===== config.mk =====
export PLATFORM = sky130hd
export DESIGN_NAME = boot_keyboard_report_differ_unit
export DESIGN_NICKNAME = d
export VERILOG_FILES = /design/src/rtl/bkrd_pkg.sv /design/src/rtl/bkrd_front.sv /design/src/rtl/bkrd_queue.sv /design/src/rtl/bkrd_back.sv /design/src/rtl/boot_keyboard_report_differ_unit.sv
export SDC_FILE = /design/constraint.sdc
export NUM_CORES = 1
export LEC_CHECK = 0
export ABC_CLOCK_PERIOD_IN_PS = 15380
export BUFFER_PORTS_ARGS = -buffer_cell sky130_fd_sc_hd__buf_2
export CORE_ASPECT_RATIO = 0.9
export CORE_MARGIN = 8
export CORE_UTILIZATION = 40
export CTS_CLUSTER_DIAMETER = 60
export DETAILED_ROUTE_END_ITERATION = 12
export HOLD_SLACK_MARGIN = 0.06
export PLACE_DENSITY_LB_ADDON = 0.08
export RECOVER_POWER = 100
export SETUP_SLACK_MARGIN = 0.02
export SYNTH_ARGS = -nofsm -noshare
export SYNTH_HDL_FRONTEND = slang
export SYNTH_SLANG_ARGS = --single-unit

===== constraint.sdc =====
create_clock -name clk -period 15.38 [get_ports clk]
set_input_delay 0 -clock clk [delete_from_list [all_inputs] [get_ports clk]]
set_output_delay 0 -clock clk [all_outputs]
set_load 0.03 [all_outputs]

===== src/rtl/bkrd_pkg.sv =====
// Shared constants and types of the boot keyboard report differ.
package bkrd_pkg;

	localparam int KEY_SLOTS = 6;
	localparam int MOD_BITS = 8;
	localparam int EVENTS = MOD_BITS + 2 * KEY_SLOTS;
	localparam int REL_BASE = MOD_BITS;
	localparam int PRS_BASE = MOD_BITS + KEY_SLOTS;
	localparam int QUEUE_DEPTH = 2;
	localparam int QPTR_W = $clog2(QUEUE_DEPTH);
	localparam int QCNT_W = $clog2(QUEUE_DEPTH + 1);
	localparam int LEN_W = 4;
	localparam int SLOTPOS_W = $clog2(KEY_SLOTS + 3);

	localparam logic [7:0] MOD_USAGE_BASE = 8'hE0;
	localparam logic [7:0] ERROR_ROLLOVER = 8'h01;
	localparam logic [7:0] KEY_EMPTY = 8'h00;

	typedef logic [7:0] usage_t;
	typedef usage_t [KEY_SLOTS-1:0] key_row_t;

	// One classified report: pending events and the bytes their usages come from.
	typedef struct packed {
		logic [EVENTS-1:0] mask;
		logic [MOD_BITS-1:0] mods;
		key_row_t cur_keys;
		key_row_t prev_keys;
	} job_t;

	typedef struct packed {
		logic full;
		logic empty;
	} queue_stat_t;

endpackage


===== src/rtl/bkrd_front.sv =====
// Front part: accepts reports, diffs them against the kept report, queues jobs.
module bkrd_front (
	input  logic                          clk,
	input  logic                          arst_n,
	input  logic                          accept,
	input  logic [bkrd_pkg::LEN_W-1:0]    report_length,
	input  logic [bkrd_pkg::MOD_BITS-1:0] modifier_bits,
	input  bkrd_pkg::key_row_t            key_slots,
	output logic                          push,
	output bkrd_pkg::job_t                job
);

	logic [bkrd_pkg::MOD_BITS-1:0] prev_mods_q;
	bkrd_pkg::key_row_t prev_keys_q;
	bkrd_pkg::key_row_t cur_keys;
	logic [bkrd_pkg::KEY_SLOTS-1:0] rel_mask;
	logic [bkrd_pkg::KEY_SLOTS-1:0] prs_mask;
	logic [bkrd_pkg::KEY_SLOTS-1:0] in_cur;
	logic [bkrd_pkg::KEY_SLOTS-1:0] in_prev;
	logic report_live;

	assign report_live = (report_length != '0);

	always_comb begin
		for (int i = 0; i < bkrd_pkg::KEY_SLOTS; i++) begin
			// Slot i is report byte i+2; bytes at or past the length read as zero.
			if (bkrd_pkg::SLOTPOS_W'(i + 2) <
			    bkrd_pkg::SLOTPOS_W'(report_length)) begin
				cur_keys[i] = key_slots[i];
			end else begin
				cur_keys[i] = bkrd_pkg::KEY_EMPTY;
			end
		end
		for (int i = 0; i < bkrd_pkg::KEY_SLOTS; i++) begin
			in_cur[i] = 1'b0;
			in_prev[i] = 1'b0;
			for (int j = 0; j < bkrd_pkg::KEY_SLOTS; j++) begin
				if (cur_keys[j] == prev_keys_q[i]) begin
					in_cur[i] = 1'b1;
				end
				if (prev_keys_q[j] == cur_keys[i]) begin
					in_prev[i] = 1'b1;
				end
			end
			rel_mask[i] = (prev_keys_q[i] != bkrd_pkg::KEY_EMPTY) && !in_cur[i];
			prs_mask[i] = (cur_keys[i] != bkrd_pkg::KEY_EMPTY) &&
			              (cur_keys[i] != bkrd_pkg::ERROR_ROLLOVER) && !in_prev[i];
		end
	end

	assign job.mask = {prs_mask, rel_mask, modifier_bits ^ prev_mods_q};
	assign job.mods = modifier_bits;
	assign job.cur_keys = cur_keys;
	assign job.prev_keys = prev_keys_q;
	assign push = accept && report_live && (job.mask != '0);

	always_ff @(posedge clk or negedge arst_n) begin
		if (!arst_n) begin
			prev_mods_q <= '0;
			prev_keys_q <= '0;
		end else if (accept && report_live) begin
			prev_mods_q <= modifier_bits;
			prev_keys_q <= cur_keys;
		end
	end

endmodule


===== src/rtl/bkrd_queue.sv =====
// Short job queue between the front and back parts.
module bkrd_queue (
	input  logic                  clk,
	input  logic                  arst_n,
	input  logic                  push,
	input  bkrd_pkg::job_t        push_job,
	input  logic                  pop,
	output bkrd_pkg::job_t        head_job,
	output bkrd_pkg::queue_stat_t stat
);

	bkrd_pkg::job_t entry_q [bkrd_pkg::QUEUE_DEPTH];
	logic [bkrd_pkg::QPTR_W-1:0] wr_ptr_q;
	logic [bkrd_pkg::QPTR_W-1:0] rd_ptr_q;
	logic [bkrd_pkg::QCNT_W-1:0] count_q;

	assign stat.full = (count_q == bkrd_pkg::QCNT_W'(bkrd_pkg::QUEUE_DEPTH));
	assign stat.empty = (count_q == '0);
	assign head_job = entry_q[rd_ptr_q];

	function automatic logic [bkrd_pkg::QPTR_W-1:0] next_ptr(
		input logic [bkrd_pkg::QPTR_W-1:0] ptr);
		if (ptr == bkrd_pkg::QPTR_W'(bkrd_pkg::QUEUE_DEPTH - 1)) begin
			return '0;
		end
		return ptr + 1'b1;
	endfunction

	always_ff @(posedge clk) begin
		if (push) begin
			entry_q[wr_ptr_q] <= push_job;
		end
	end

	always_ff @(posedge clk or negedge arst_n) begin
		if (!arst_n) begin
			wr_ptr_q <= '0;
			rd_ptr_q <= '0;
			count_q <= '0;
		end else begin
			if (push) begin
				wr_ptr_q <= next_ptr(wr_ptr_q);
			end
			if (pop) begin
				rd_ptr_q <= next_ptr(rd_ptr_q);
			end
			if (push && !pop) begin
				count_q <= count_q + 1'b1;
			end else if (pop && !push) begin
				count_q <= count_q - 1'b1;
			end
		end
	end

endmodule


===== src/rtl/bkrd_back.sv =====
// Back part: walks a job's pending events in order and emits one per cycle while the output is not stalled.
module bkrd_back (
	input  logic                  clk,
	input  logic                  arst_n,
	input  bkrd_pkg::job_t        head_job,
	input  logic                  q_empty,
	output logic                  pop,
	output logic                  out_valid,
	input  logic                  out_stall,
	output logic [7:0]            key_usage,
	output logic                  is_press,
	output logic                  last_event
);

	bkrd_pkg::job_t job_q;
	logic job_valid_q;
	logic out_valid_q;
	logic [7:0] usage_q;
	logic press_q;
	logic last_q;
	logic [bkrd_pkg::EVENTS-1:0] sel;
	logic [bkrd_pkg::EVENTS-1:0] rest;
	logic emit;
	logic [7:0] sel_usage;
	logic sel_press;

	// Lowest pending event goes first: modifiers, then releases, then presses.
	assign sel = job_q.mask & (~job_q.mask + 1'b1);
	assign rest = job_q.mask & ~sel;
	assign emit = job_valid_q && (!out_valid_q || !out_stall);
	assign pop = !q_empty && (!job_valid_q || (emit && (rest == '0)));

	always_comb begin
		sel_usage = '0;
		sel_press = 1'b0;
		for (int i = 0; i < bkrd_pkg::MOD_BITS; i++) begin
			if (sel[i]) begin
				sel_usage = sel_usage | (bkrd_pkg::MOD_USAGE_BASE + 8'(i));
				sel_press = sel_press | job_q.mods[i];
			end
		end
		for (int i = 0; i < bkrd_pkg::KEY_SLOTS; i++) begin
			if (sel[bkrd_pkg::REL_BASE + i]) begin
				sel_usage = sel_usage | job_q.prev_keys[i];
			end
			if (sel[bkrd_pkg::PRS_BASE + i]) begin
				sel_usage = sel_usage | job_q.cur_keys[i];
				sel_press = 1'b1;
			end
		end
	end

	always_ff @(posedge clk) begin
		if (pop) begin
			job_q <= head_job;
		end else if (emit) begin
			job_q.mask <= rest;
		end
		if (emit) begin
			usage_q <= sel_usage;
			press_q <= sel_press;
			last_q <= (rest == '0);
		end
	end

	always_ff @(posedge clk or negedge arst_n) begin
		if (!arst_n) begin
			job_valid_q <= 1'b0;
			out_valid_q <= 1'b0;
		end else begin
			if (pop) begin
				job_valid_q <= 1'b1;
			end else if (emit && (rest == '0)) begin
				job_valid_q <= 1'b0;
			end
			if (emit) begin
				out_valid_q <= 1'b1;
			end else if (!out_stall) begin
				out_valid_q <= 1'b0;
			end
		end
	end

	assign out_valid = out_valid_q;
	assign key_usage = usage_q;
	assign is_press = press_q;
	assign last_event = last_q;

endmodule


===== src/rtl/boot_keyboard_report_differ_unit.sv =====
// Top level of the boot keyboard report differ.
//
// The input channel takes one boot keyboard report per item: its valid length,
// the modifier byte and six key slots. The output channel gives one key event
// per item: the usage, make or break, and a flag on the last event of a report.
// Events come in a fixed order: modifier changes for bits 0 to 7 as usages
// 0xE0 upward, then releases in previous slot order, then presses in current
// slot order. A report of length zero is taken and gives nothing.
// The front part diffs a report in the cycle it is accepted and, if it gives any
// events, writes one job into a two-entry queue. The back part emits one event
// per cycle while the output is not stalled; a report gives at most 20 events.
// The first event of a report passes the queue entry, the job register and the
// output register on its way out. in_stall rises only while the queue is full.
// Reset clears the kept report to zeros and empties the queue and output.
// When the receiver stalls, the event in the output register holds and the
// back part waits; the front keeps taking reports until the queue fills.
module boot_keyboard_report_differ_unit (
	input  logic                          clk,
	input  logic                          arst_n,
	input  logic                          in_valid,
	output logic                          in_stall,
	input  logic [bkrd_pkg::LEN_W-1:0]    report_length,
	input  logic [bkrd_pkg::MOD_BITS-1:0] modifier_bits,
	input  logic [7:0]                    key_slot_0,
	input  logic [7:0]                    key_slot_1,
	input  logic [7:0]                    key_slot_2,
	input  logic [7:0]                    key_slot_3,
	input  logic [7:0]                    key_slot_4,
	input  logic [7:0]                    key_slot_5,
	output logic                          out_valid,
	input  logic                          out_stall,
	output logic [7:0]                    key_usage,
	output logic                          is_press,
	output logic                          last_event
);

	bkrd_pkg::key_row_t key_slots;
	bkrd_pkg::job_t front_job;
	bkrd_pkg::job_t head_job;
	bkrd_pkg::queue_stat_t q_stat;
	logic in_accept;
	logic q_push;
	logic q_pop;

	assign key_slots = {key_slot_5, key_slot_4, key_slot_3,
	                    key_slot_2, key_slot_1, key_slot_0};
	assign in_stall = q_stat.full;
	assign in_accept = in_valid && !in_stall;

	bkrd_front u_front (
		.clk           (clk),
		.arst_n        (arst_n),
		.accept        (in_accept),
		.report_length (report_length),
		.modifier_bits (modifier_bits),
		.key_slots     (key_slots),
		.push          (q_push),
		.job           (front_job)
	);

	bkrd_queue u_queue (
		.clk      (clk),
		.arst_n   (arst_n),
		.push     (q_push),
		.push_job (front_job),
		.pop      (q_pop),
		.head_job (head_job),
		.stat     (q_stat)
	);

	bkrd_back u_back (
		.clk        (clk),
		.arst_n     (arst_n),
		.head_job   (head_job),
		.q_empty    (q_stat.empty),
		.pop        (q_pop),
		.out_valid  (out_valid),
		.out_stall  (out_stall),
		.key_usage  (key_usage),
		.is_press   (is_press),
		.last_event (last_event)
	);

	// The queue never takes a job while full nor gives one while empty.
	a_no_overflow: assert property (@(posedge clk) disable iff (!arst_n)
		!(q_push && q_stat.full))
		else $error("job queue overflow");

	a_no_underflow: assert property (@(posedge clk) disable iff (!arst_n)
		!(q_pop && q_stat.empty))
		else $error("job queue underflow");

	// A report of length zero never reaches the back part.
	a_zero_len_no_job: assert property (@(posedge clk) disable iff (!arst_n)
		(in_accept && (report_length == '0)) |-> !q_push)
		else $error("zero length report queued a job");

endmodule


==> impl_metrics.json, run 1 <==
{
  "fmax_ghz": 0.103,
  "yosysWarnings": 0,
  "synth_top_area_share_pct": 49.9,
  "reg2reg_from": "u_back.job_q[112]$_DFFE_PP_",
  "ys.flop_type": "edfxtp_1",
  "cts_tree": "built",
  "period_minus_slack_ns": 9.69,
  "area_delta_synth_final_pct": 11.3,
  "synth_cells": 1912,
  "clk_latency_ns": 0.60,
  "final_nets": 2026,
  "total_power_mw": 4.14,
  "drive_gt1_share_pct": 13.3,
  "num_rows": 83,
  "cts_made_buffers": 47,
  "pin_count": 76,
  "synth_seq_cells": 444,
  "required_ns": 15.52,
  "dp_hpwl_microns": 54400,
  "dieArea_sq_um": 65400,
  "drt_iter0_drc": 1763,
  "netlist_top_cells_area": "edfxtp_1 50%, mux2_2 7.2%, dfrtp_1 6.8%",
  "routed_wl_microns": 79800,
  "startpoint": "report_length[3]",
  "power.density_nw_per_um2": 162,
  "fin_crit_sh_pct": 63.0,
  "grt_pass1_vias": 16300,
  "hold_class": "input pin to register",
  "die_w_microns": 269,
  "synth_top_cell_by_area": "edfxtp_1",
  "r2r-end": "u_back.job_q[112]$_DFFE_PP_",
  "p_leak_nw": 8.50,
  "syn_nets": 1977,
  "final_common_cell": "edfxtp_1",
  "detail_route.wl_per_cell_microns": 28.8,
  "slew_headroom_pct": -184,
  "antenna_found_initial": 4,
  "synth_area_sq_um": 23000,
  "io_buffer_count": 75,
  "grt_overflow": 0,
  "tightest_slew_ns": 4.26,
  "violations": "max-capacitance violations, max-slew violations",
  "grt_max_degree": 72,
  "ff2ff_path_depth": 11,
  "routed_via_density": 6.10,
  "synth_edf_count": 382,
  "final_hold_viol_count": 0,
  "start_util_pct": 40.4,
  "ant_nets": 0,
  "route.detailed.drc": 0,
  "firstDrtPassIters": 5,
  "setup_viol": 0,
  "cts.clk_slew.worst_paths_ns": 0.06,
  "critPathLaunchType": "input pin",
  "mostFrequentLayoutCells": "382 x edfxtp_1, 130 x mux2_2, 107 x nand2_1",
  "crit_path_end_kind": "register",
  "crit_type": "input pin to register",
  "ys_seq_area_share_pct": 56.7,
  "cap_violations": 23,
  "fin_skew_ns": 0.0263,
  "postCtsSetupBuffers": 0,
  "async_reset_ff_share_pct": 14.0,
  "clockRootBuffer": "clkbuf_16",
  "synth.distinct_cells": 85,
  "grt_use_total_pct": 24.0,
  "crit_end": "u_queue.entry_q[1][63]$_DFFE_PP_",
  "vias": 16900,
  "slew_viol_final": 834,
  "die_h_microns": 243,
  "cts.sinks": 444,
  "core_area_sq_um": 56900,
  "vdd_ir_drop_max_v": 0.000127,
  "fill_cells": 5339,
  "outcome": "complete, but fails checks",
  "holdPathStages": 3,
  "gp_congestion": 0.989,
  "rsz0062_at_grt": "false",
  "setup_tns_ns": 0,
  "h-tree-depth": 2,
  "regToRegSetupSlack_ns": 6.57,
  "clock_path_buffers": 3,
  "critPathArrivalTime_ns": 9.83,
  "crit_path_max_fanout": 57,
  "syn_area_per_cell_sq_um": 12.0,
  "grt_pass1_wl_microns": 116000
}
kinds of logic after synthesis:
kind of cell / Yosys count / share of synthesized area, %
compound gates: 410 / 12.6
fa+ha+maj: 3 / 0.147
mux: 185 / 8.86
buf+inv: 207 / 3.74
flops: 444 / 56.7
simple gates: 530 / 12.9
xor+xnor: 133 / 5.10
power breakdown:
part,internal [mW],switching [mW],total [mW]
clock network,0.602,0.479,1.08
logic,0.413,0.759,1.17
registers,1.63,0.252,1.88
routing by layer:
metal	vias up	GRT usage, %	wire length (microns)
li1	7460	-	-
met5	-	0	0
met4	0	7.26	2710
met3	166	4.32	5850
met1	8484	34.5	35800
met2	752	36.5	35400
flip-flops by register name, indices dropped and copies added, names as in the netlist:
signal	count
u_queue.entry_q	248
u_back.job_q	124
u_front.job	48
u_back.key_usage	8
u_front.prev_mods_q	8
u_queue.count_q	2
u_back.is_press	1
u_back.job_valid_q	1
u_back.last_event	1
u_back.out_valid	1
u_queue.rd_ptr_q	1
u_queue.wr_ptr_q	1
what timing repair did:
action	in CTS	in global routing
endpoints found under the hold margin	177	2
hold buffers	36	1
resized for setup	0	0
how the worst min path moves through the flow:
stage                  startpoint                            endpoint
finish              key_slot_4[6]         u_front.job[38]$_DFFE_PN0P_
global route        key_slot_3[6]    u_queue.entry_q[1][78]$_DFFE_PP_
CTS                 key_slot_2[3]    u_queue.entry_q[1][67]$_DFFE_PP_
detailed placement         arst_n  u_front.prev_mods_q[3]$_DFFE_PN0P_
global placement           arst_n  u_front.prev_mods_q[3]$_DFFE_PN0P_
floorplan                  arst_n      u_back.job_valid_q$_DFFE_PN0P_
Yosys cell counts, types with 30 or more instances:
| cell type | count |
|---|---|
| edfxtp_1 | 382 |
| mux2_2 | 147 |
| clkbuf_1 | 108 |
| nand2_1 | 102 |
| nor2_1 | 95 |
| xnor2_1 | 87 |
| a21oi_1 | 72 |
| dfrtp_1 | 62 |
| o21ai_0 | 57 |
| o22ai_1 | 51 |
| xor2_1 | 45 |
| a22oi_1 | 44 |
| inv_1 | 44 |
| nor2b_1 | 44 |
| mux2i_1 | 38 |
| o32ai_1 | 35 |
| and3_1 | 33 |
| nand2b_1 | 32 |
| nand4_1 | 32 |
| a31oi_1 | 30 |
| nor3_1 | 30 |
cell type report:
cell class / instances / area (sq um) / share of cell area (%)
clock inverter: 18 / 164 / 0.641
clock buffer: 70 / 1280 / 5.01
tap: 765 / 957 / 3.74
sequential: 444 / 13000 / 50.9
inverter: 49 / 185 / 0.724
antenna: 1 / 2.50 / 0.00978
timing repair buffer: 158 / 915 / 3.57
multi-input combinational: 1261 / 9060 / 35.4
critical path: stages:
cell	delay, ns
buf_2	0.07
clkbuf_1	1.91
a31o_1	0.93
nand2_1	0.55
xnor2_1	0.44
nor4_1	0.10
nand4_1	0.19
nor4b_1	1.00
nor4_1	0.31
nor3b_1	0.40
clkbuf_1	1.37
clkbuf_1	2.42
stage by stage:
step	worst slack (ns)	utilization (%)	area [sq um]	hold WS, ns	instances
2_1_floorplan	3.38	-	23000	-0.296	1912
3_3_place_gp	9.91	42.2	24000	-0.0921	2640
3_5_place_dp	9.91	42.2	24000	-0.0798	2640
4_1_cts	10.08	45.4	25800	0.0630	2764
5_1_grt	5.00	45.0	25600	0.0992	2766
6_report	5.69	45.0	25600	0.100	2766
No activity file was read; power rests on OpenSTA's default activity.
==> inputs of run 2 (changes only) <==
Settings changed: ABC_CLOCK_PERIOD_IN_PS 15380 to 9500.
Clock period 15.38 ns to 9.5 ns, I/O delays scaled along.
==> impl_metrics.json, run 2 (synthesis gave the netlist of run 1 again) <==
{
  "ant_nets": 0,
  "pin_count": 76,
  "critPathMaxStageDelay_ns": 2.12,
  "clk_latency_ns": 0.59,
  "critPathLaunchType": "input pin",
  "clock_path_buffers": 3,
  "p_leak_nw": 8.61,
  "drive_gt1_share_pct": 14.3,
  "hold_slack_ns": 0.119,
  "period_minus_slack_ns": 7.54,
  "fill_cells": 5377,
  "total_power_mw": 6.78,
  "crit_path_end_kind": "register",
  "final_hold_viol_count": 0,
  "cts_made_buffers": 50,
  "multi_input_area_sq_um": 9100,
  "cap_violations": 12,
  "slowest_stage": "clkbuf_1",
  "dp_hpwl_microns": 54800,
  "antenna_found_initial": 2,
  "seqCellArea_sq_um": 13000,
  "crit_path_max_fanout": 75,
  "vdd_ir_drop_max_v": 0.000192,
  "grt_use_total_pct": 24.0,
  "hold_class": "input pin to register",
  "critPathArrivalTime_ns": 7.74,
  "fin_skew_ns": 0.0147,
  "grt_pass1_vias": 16200,
  "cts_resized": 0,
  "cts_tree": "built",
  "timing.critical_path.cells": "buf_2, clkbuf_1, or2_0, o21ai_0, a22oi_1, a2111oi_0, or3b_1, nor4b_1, or4_1, nor4_1, nor3b_4, buf_4",
  "gp_congestion": 0.978,
  "grt_max_degree": 76,
  "routed_wl_microns": 80400,
  "setup_viol": 0,
  "slew_viol_final": 416,
  "h-tree-depth": 2,
  "required_ns": 9.70,
  "vias": 16800,
  "core_area_sq_um": 56900,
  "slew_headroom_pct": -174,
  "crit_type": "input pin to register",
  "tightest_slew_ns": 4.12,
  "num_rows": 83,
  "drt_iter0_drc": 1790,
  "path_buf_inv": 3,
  "rsz0062_at_grt": "false",
  "grt_overflow": 0,
  "dieArea_sq_um": 65400,
  "setup_tns_ns": 0,
  "fmax_ghz": 0.133,
  "final_common_cell": "edfxtp_1",
  "mostFrequentLayoutCells": "382 x edfxtp_1, 137 x mux2_2, 107 x nand2_1",
  "violations": "max-capacitance violations, max-slew violations",
  "fin_crit_sh_pct": 79.4,
  "die_h_microns": 243,
  "firstDrtPassIters": 5,
  "largest_register": "u_queue.entry_q",
  "largest_reg_flops": 248,
  "final_nets": 2036,
  "area_delta_synth_final_pct": 12.4,
  "fin_cells": 2780,
  "route.detailed.drc": 0,
  "power.density_nw_per_um2": 263,
  "die_w_microns": 269,
  "routed_via_density": 6.06,
  "placed_cells": 2643,
  "start_util_pct": 40.4,
  "cts.clk_slew.worst_paths_ns": 0.06,
  "detail_route.wl_per_cell_microns": 28.9,
  "io_buffer_count": 75,
  "cts.sinks": 444,
  "grt_pass1_wl_microns": 116000,
  "cp_top_family": "simple AND/OR/NAND/NOR gates",
  "clockRootBuffer": "clkbuf_16",
  "outcome": "complete, but fails checks"
}
==> run 2: cell types whose count changed in the layout (fill, tap and decap cells not counted), moves of 4 or more <==
| cell | change |
|---|---|
| buf_4 | +7 |
| clkbuf_1 | -7 |
| mux2_1 | -7 |
| mux2_2 | +7 |
| clkbuf_16 | +5 |
| clkinv_1 | +5 |
| dlygate4sd3_1 | +4 |
==> run 2: what timing repair did <==
item | 4_1_cts | 5_1_grt
endpoints found under the hold margin | 183 | 0
hold buffers | 41 | 0
buffers inserted | 0 | 0
==> run 2: cell type report <==
type	instances	area share [%]
antenna	2	0.0194
clock buffer	72	5.41
clock inverter	22	0.693
inverter	49	0.717
multi-input combinational	1261	35.2
sequential	444	50.4
tap	765	3.71
timing repair buffer	165	3.84
==> run 2: worst paths after layout <==
kind / from / to / slack [ns] / depth (start not counted)
worst max-delay path: report_length[3] / u_queue.entry_q[1][21]$_DFFE_PP_ / 1.96 / 12
worst min-delay path: key_slot_3[0] / u_queue.entry_q[0][72]$_DFFE_PP_ / 0.12 / 3
worst max register to register: u_back.job_q[112]$_DFFE_PP_ / u_back.job_q[111]$_DFFE_PP_ / 2.67 / 11
worst min register to register: u_front.job[3]$_DFFE_PN0P_ / u_queue.entry_q[0][3]$_DFFE_PP_ / 0.48 / 0
max in group asynchronous: arst_n / u_front.job[42]$_DFFE_PN0P_ / 5.85 / 3
min in group asynchronous: arst_n / u_front.prev_mods_q[0]$_DFFE_PN0P_ / 0.44 / 3
==> run 2: stage by stage <==
stage               util, %  setup slack, ns  area [sq um]
global placement       42.3             3.40         24100
finish                 45.4             1.96         25800
global route           45.4             1.66         25800
CTS                    45.8             3.48         26000
floorplan                 -             1.91         23000
detailed placement     42.3             3.42         24100
==> run 2: tightest hold or removal path, stage by stage <==
cell	delay, ns
buf_2	0.18
inv_1	0.19
nor2_1	0.14
==> run 2: per-layer routing <==
layer	part of all wire, %	track usage [%]	vias to the layer above
li1	-	-	7482
met1	44	34.3	8442
met2	45	37.2	767
met3	7.1	3.92	143
met4	3.4	7.42	0
met5	0	0	-
==> run 2: report_power, final <==
part | internal (mW) | leakage, nW | switching (mW)
Combinational | 0.677 | 3.58 | 1.27
Clock | 1.06 | 0.760 | 0.783
Sequential | 2.63 | 4.28 | 0.366
Total | 4.36 | 8.61 | 2.42
